$ cat src/hdl/htbd_pkg.sv
// Shared codes and controller/datapath interface types for the Huffman tree bit decoder.
// No dependencies; imported by htbd_ctrl, htbd_datapath and the top level.
package htbd_pkg;

    // input word function codes
    localparam logic [1:0] FUNC_CLEAR   = 2'd0;
    localparam logic [1:0] FUNC_LOAD    = 2'd1;
    localparam logic [1:0] FUNC_DECODE  = 2'd2;
    localparam logic [1:0] FUNC_RESTART = 2'd3;

    // result word status codes
    localparam logic [1:0] ST_OK   = 2'd0;
    localparam logic [1:0] ST_MISS = 2'd1;
    localparam logic [1:0] ST_FULL = 2'd2;

    // node memory read address select
    typedef logic [1:0] rd_sel_t;
    localparam rd_sel_t RD_NONE = 2'd0;
    localparam rd_sel_t RD_POS  = 2'd1;
    localparam rd_sel_t RD_ROOT = 2'd2;
    localparam rd_sel_t RD_CHILD = 2'd3;

    typedef struct packed {
        logic       latch;        // capture input word, reset walk index
        rd_sel_t    rd_sel;
        logic       dec_mode;     // child chosen by coded bit instead of path bit
        logic       take_child;   // advance walk to the selected child
        logic       walk_break;   // hold the node read at the end of the existing path
        logic       create_root;
        logic       alloc;        // link a new node and make it current
        logic       final_write;
        logic       load_zero;
        logic       clear_tree;
        logic       pos_root;
        logic       dec_advance;
        logic       emit;
        logic [1:0] emit_status;
    } htbd_cmd_t;

    typedef struct packed {
        logic present;
        logic len_in_zero;
        logic walk_done;
        logic last_step;
        logic no_room;
        logic child_zero;
        logic leaf;
        logic out_free;
    } htbd_stat_t;

endpackage

$ cat src/hdl/htbd_ctrl.sv
// Sequencing state machine for load walks, node allocation and decode steps.
// Depends on htbd_pkg; drives htbd_datapath through htbd_cmd_t.
module htbd_ctrl
    import htbd_pkg::*;
(
    input  logic       aclk,
    input  logic       aresetn,
    input  logic       s_valid,
    input  logic [1:0] s_func,
    output logic       s_ready,
    input  htbd_stat_t stat,
    output htbd_cmd_t  cmd
);

    localparam logic [2:0] S_IDLE   = 3'd0;
    localparam logic [2:0] S_WALK   = 3'd1;
    localparam logic [2:0] S_CHECK  = 3'd2;
    localparam logic [2:0] S_ALLOC  = 3'd3;
    localparam logic [2:0] S_FINAL  = 3'd4;
    localparam logic [2:0] S_DCHILD = 3'd5;
    localparam logic [2:0] S_DLEAF  = 3'd6;

    logic [2:0] state_reg;
    logic [2:0] state_next;

    assign s_ready = (state_reg == S_IDLE);

    always_comb begin
        state_next = state_reg;
        cmd        = '0;
        unique case (state_reg)
            S_IDLE: begin
                if (s_valid) begin
                    unique case (s_func)
                        FUNC_CLEAR: begin
                            cmd.clear_tree = 1'b1;
                        end
                        FUNC_LOAD: begin
                            cmd.latch = 1'b1;
                            if (stat.len_in_zero) begin
                                cmd.load_zero = 1'b1;
                            end else if (stat.present) begin
                                cmd.rd_sel = RD_ROOT;
                                state_next = S_WALK;
                            end else begin
                                state_next = S_CHECK;
                            end
                        end
                        FUNC_DECODE: begin
                            cmd.latch  = 1'b1;
                            cmd.rd_sel = RD_POS;
                            state_next = S_DCHILD;
                        end
                        FUNC_RESTART: begin
                            cmd.pos_root = 1'b1;
                        end
                        default: ;
                    endcase
                end
            end
            S_WALK: begin
                if (stat.walk_done) begin
                    state_next = S_IDLE;
                end else if (stat.child_zero) begin
                    cmd.walk_break = 1'b1;
                    state_next     = S_CHECK;
                end else begin
                    cmd.rd_sel     = RD_CHILD;
                    cmd.take_child = 1'b1;
                end
            end
            S_CHECK: begin
                if (stat.no_room) begin
                    // hold until the result register can take the word
                    if (stat.out_free) begin
                        cmd.emit        = 1'b1;
                        cmd.emit_status = ST_FULL;
                        state_next      = S_IDLE;
                    end
                end else begin
                    cmd.create_root = !stat.present;
                    state_next      = S_ALLOC;
                end
            end
            S_ALLOC: begin
                cmd.alloc = 1'b1;
                if (stat.last_step) begin
                    state_next = S_FINAL;
                end
            end
            S_FINAL: begin
                cmd.final_write = 1'b1;
                state_next      = S_IDLE;
            end
            S_DCHILD: begin
                cmd.dec_mode = 1'b1;
                if (!stat.present || stat.child_zero) begin
                    if (stat.out_free) begin
                        cmd.emit        = 1'b1;
                        cmd.emit_status = ST_MISS;
                        cmd.pos_root    = 1'b1;
                        state_next      = S_IDLE;
                    end
                end else begin
                    cmd.rd_sel     = RD_CHILD;
                    cmd.take_child = 1'b1;
                    state_next     = S_DLEAF;
                end
            end
            S_DLEAF: begin
                if (stat.leaf) begin
                    if (stat.out_free) begin
                        cmd.emit        = 1'b1;
                        cmd.emit_status = ST_OK;
                        cmd.pos_root    = 1'b1;
                        state_next      = S_IDLE;
                    end
                end else begin
                    cmd.dec_advance = 1'b1;
                    state_next      = S_IDLE;
                end
            end
            default: begin
                state_next = S_IDLE;
            end
        endcase
    end

    always_ff @(posedge aclk) begin
        if (!aresetn) begin
            state_reg <= S_IDLE;
        end else begin
            state_reg <= state_next;
        end
    end

endmodule

$ cat config.mk
export PLATFORM = sky130hd
export DESIGN_NAME = htbd_ctrl
export DESIGN_NICKNAME = d
export VERILOG_FILES = /design/src/hdl/htbd_pkg.sv /design/src/hdl/htbd_ctrl.sv
export SDC_FILE = /design/constraint.sdc
export NUM_CORES = 1
export LEC_CHECK = 0
export CAP_MARGIN = 20
export CORE_AREA = 2 2 39 41
export DETAILED_ROUTE_END_ITERATION = 10
export DIE_AREA = 0 0 41 43
export DONT_BUFFER_PORTS = 1
export MAX_ROUTING_LAYER = met4
export PLACE_DENSITY = 0.6
export SLEW_MARGIN = 20
export SYNTH_ARGS = -nofsm -noshare
export SYNTH_HDL_FRONTEND = slang
export SYNTH_SLANG_ARGS = --single-unit
$ cat constraint.sdc
create_clock -name aclk -period 2.2 [get_ports aclk]
set_clock_uncertainty 0.2 [all_clocks]
set_input_delay 0.11 -clock aclk [delete_from_list [all_inputs] [get_ports aclk]]
set_output_delay 0.11 -clock aclk [all_outputs]
set_load 0.01 [all_outputs]
==> implementation parameters <==
Parameter                              Value

Route
  Count of TritonRoute iterations in the first routing pass    4
  Average via count per standard cell    roughly 5.3
  Highest Signal Layer    met3
  Number of nets still failing antenna checks after routing    0
  Routed WL    1409 um
  Sum of met3 wire segment lengths after detailed routing    between 60 and 70 um
  Met2 WL    approximately 670 um
  Wire length on met1    roughly 680 um
  Drt drc    0
  Post-DR wirelength/cell    13.42 um
  Overall via count from detail_route    between 500 and 600
  Number of violations reported at the end of detailed-routing iteration 0    8

Die
  Number of top-level pins    30
  Core ar.    1384 sq um
  Vert. Die Dim    approximately 43 um
  Area of the die    1763 sq um
  Chip width    ~40 um
  Starting density of the core    a little over two fifths
  Standard-cell row count    14

Status
  Run status    finished clean

STA
  Aggregate negative setup slack    0 ns
  Final hold violation count    0
  Peak Freq    around 0.5 GHz
  Hold Worst Slack    approximately 0.024 ns
  Final number of setup-violating endpoints    0
  Least-Margin Pin Slew    0.4557 ns
  Max Slew Vio Count    0
  Clock period minus final worst setup slack    between 2 and 2.5 ns
  Unrepaired setup endpoints after global routing    no
  Relative slew margins    between 60% and 70%
  Fin crit share    between 90 and 100%

Setup path
  Delay of the slowest cell on the worst path    0.59 ns
  Startpoint type of the worst setup path    flip-flop
  Reg2reg path depth    5
  Endpoint type of the worst setup path    flip-flop
  Crit path max-delay cell type    sky130_fd_sc_hd__dfxtp_1
  Crit Reg-Reg Startpoint    state_reg[0]
  Critical-path cell list    and2b_1 -> and2_1 -> nand3b_1 -> dlygate4sd3_1 -> o21ai_1
  Largest fanout of any net on the critical path    13
  Flop2flop setup slack    0.16 ns
  Worst path arrival time    2.00 ns
  Worst Path Class, Setup    reg -> reg
  WP data required    ~2.2 ns
  FF-to-FF End    state_reg[1]

Run
  Max capacitance violation total    0

GRT
  Overflow left after global routing    0
  Wire length of the first global-routing pass    around 2300 um
  Antenna violations before repair    0
  Number of global-route vias before repair    roughly 530
  Largest net degree at the start of global routing    17
  GRT Util Overall    19.20%

Final layout
  Layout Cells excl Fill    ~110
  Number of flip-flops in the largest register    3
  Layout Area Growth over Synthesis    17.79%
  Count of nets after finishing    108
  Fill cells    148
  Most common cell after layout, fill and taps aside    sky130_fd_sc_hd__nand2_1
  Commonest cells after routing, fill and taps aside    10 x sky130_fd_sc_hd__nand2_1, 7 x sky130_fd_sc_hd__nor2_1, 7 x sky130_fd_sc_hd__dlygate4sd3_1
  Fin util    about half
  Ant. Diodes    0
  Footprint of the multi-input gates    roughly 480 sq um
  Fraction of final layout cells sized beyond drive strength 1    ~16%
  Register area    between 60 and 70 sq um

Logic synthesis
  Total of flip-flops plus latches after synthesis    3
  Seq/Total Area, Yosys    a little over a tenth
  Unique cell type count in the Yosys netlist    32
  Share of Yosys cell area claimed by the top area cell type    a little over a tenth
  Net count after synthesis    98
  Synth Cell Area    ~580 sq um
  Post-Syn Area per Cell    7.210 sq um
  Largest area contributor in the synthesized netlist    sky130_fd_sc_hd__ha_1
  Leading cell types by total area after synthesis    sky130_fd_sc_hd__ha_1 11%, sky130_fd_sc_hd__dfxtp_1 10%, sky130_fd_sc_hd__nand2_1 6.5%
  Number of instances in the synthesized netlist    80
  Count of warnings emitted by yosys    0

CTS
  Deepest level of the CTS H-tree    1
  Number of clock sinks seen by CTS    3
  TritonCTS Buffers    3
  Clock tree buffer depth    2
  TritonCTS clock tree    done
  Clock insertion delay at the later pin of the skew report    between 0.2 and 0.25 ns
  Clock Root Buffer    sky130_fd_sc_hd__clkbuf_4
  Clk pin slew, worst setup/hold paths    0.04 ns

Min path
  Hold wc startpoint    s_valid
  WHS Endpoint    state_reg[2]
  Hold crit path type    in -> reg
  Cell count of the worst hold path    4

Pwr
  Maximum VDD drop    about 0.26 mV
  Total power divided by cell area    407.8 nW/um^2
  Leakage power summed over all cells    0.3166 nW
  Sum of internal, switching and leakage power    ~0.00028 W

Placed design
  Placed wire-length estimate    1038 um
  Inst Count DP    94
  RD Place Congestion    0.7146
  Port Buffers    0
==> layout make-up <==
class | count | share of cell area (%)
flip-flops and latches | 3 | 9.208
well taps | 16 | 2.947
repair buffers | 8 | 11.42
clock buffers | 4 | 3.867
inverters | 4 | 2.210
multi-input cells | 70 | 70.35
==> critical path: cells and delay by family (launching register included) <==
family | cells | cell delay [ns]
compound gates | 1 | 0.07
buf+inv | 1 | 0.57
flops | 1 | 0.59
simple gates | 3 | 0.55
==> cells by family after synthesis <==
kind of cell               synth area share, %
buffers and inverters                    6.723
AOI/OAI and AO/OA                        21.69
DFF                                      10.41
adders and majority gates                10.85
and+or+nand+nor                          50.33
==> stage by stage <==
step	setup WS [ns]	area, sq um
after floorplan	0.6873	576.8
after CTS	0.09387	676.9
final	0.1591	679.4
after global placement	0.5691	580.6
after global routing	0.07005	679.4
after detailed placement	0.5101	580.6
==> worst max path at each step <==
stage,slack (ns),cells past startpoint,to,from
5_1_grt,0.07,5,state_reg[1],state_reg[0]
2_1_floorplan,0.69,4,cmd[14],state_reg[2]
6_report,0.16,5,state_reg[1],state_reg[0]
4_1_cts,0.09,5,state_reg[1],state_reg[2]
3_3_place_gp,0.57,4,state_reg[0],state_reg[1]
3_5_place_dp,0.51,4,state_reg[0],state_reg[1]
==> report_power, final <==
part            total, W  switching, W  internal [W]
Clock          0.0000974     0.0000293     0.0000680
Sequential     0.0000768     0.0000174     0.0000594
Combinational   0.000103     0.0000519     0.0000510
Total           0.000277     0.0000986      0.000178
==> timing repair <==
action,4_1_cts,5_1_grt
resized for setup,0,2
setup buffers,0,0
hold buffers,7,0
hold endpoints to repair,3,0
endpoints found under the setup margin,0,2
==> cell usage after synthesis <==
cell type                   count
sky130_fd_sc_hd__nand2_1       10
sky130_fd_sc_hd__nor2_1         7
sky130_fd_sc_hd__and2_1         5
sky130_fd_sc_hd__ha_1           5
sky130_fd_sc_hd__nor2b_1        5
sky130_fd_sc_hd__and3_1         4
sky130_fd_sc_hd__inv_1          4
sky130_fd_sc_hd__nor3_1         4
sky130_fd_sc_hd__o21ai_0        4
sky130_fd_sc_hd__a21oi_1        3
sky130_fd_sc_hd__dfxtp_1        3
sky130_fd_sc_hd__o21ai_1        3
sky130_fd_sc_hd__and2b_1        2
sky130_fd_sc_hd__nand2b_1       2
sky130_fd_sc_hd__nand3_1        2
sky130_fd_sc_hd__a2111oi_2      1
sky130_fd_sc_hd__a211oi_2       1
sky130_fd_sc_hd__a21boi_1       1
sky130_fd_sc_hd__and3_4         1
sky130_fd_sc_hd__and3b_1        1
sky130_fd_sc_hd__and3b_2        1
sky130_fd_sc_hd__buf_2          1
sky130_fd_sc_hd__buf_4          1
sky130_fd_sc_hd__buf_6          1
sky130_fd_sc_hd__nand3b_1       1
sky130_fd_sc_hd__nand3b_4       1
sky130_fd_sc_hd__nor3_2         1
sky130_fd_sc_hd__nor3b_1        1
sky130_fd_sc_hd__o221a_1        1
sky130_fd_sc_hd__o31ai_2        1
sky130_fd_sc_hd__o32ai_2        1
sky130_fd_sc_hd__or3_1          1
==> per-layer routing <==
| metal | vias up | GRT usage [%] |
|---|---|---|
| li1 | 295 | - |
| met1 | 240 | 24.28 |
| met5 | - | - |
| met2 | 17 | 28.75 |
| met4 | 0 | 8.000 |
| met3 | 0 | 3.665 |
Note: power is estimated with default switching activity, not from simulation.
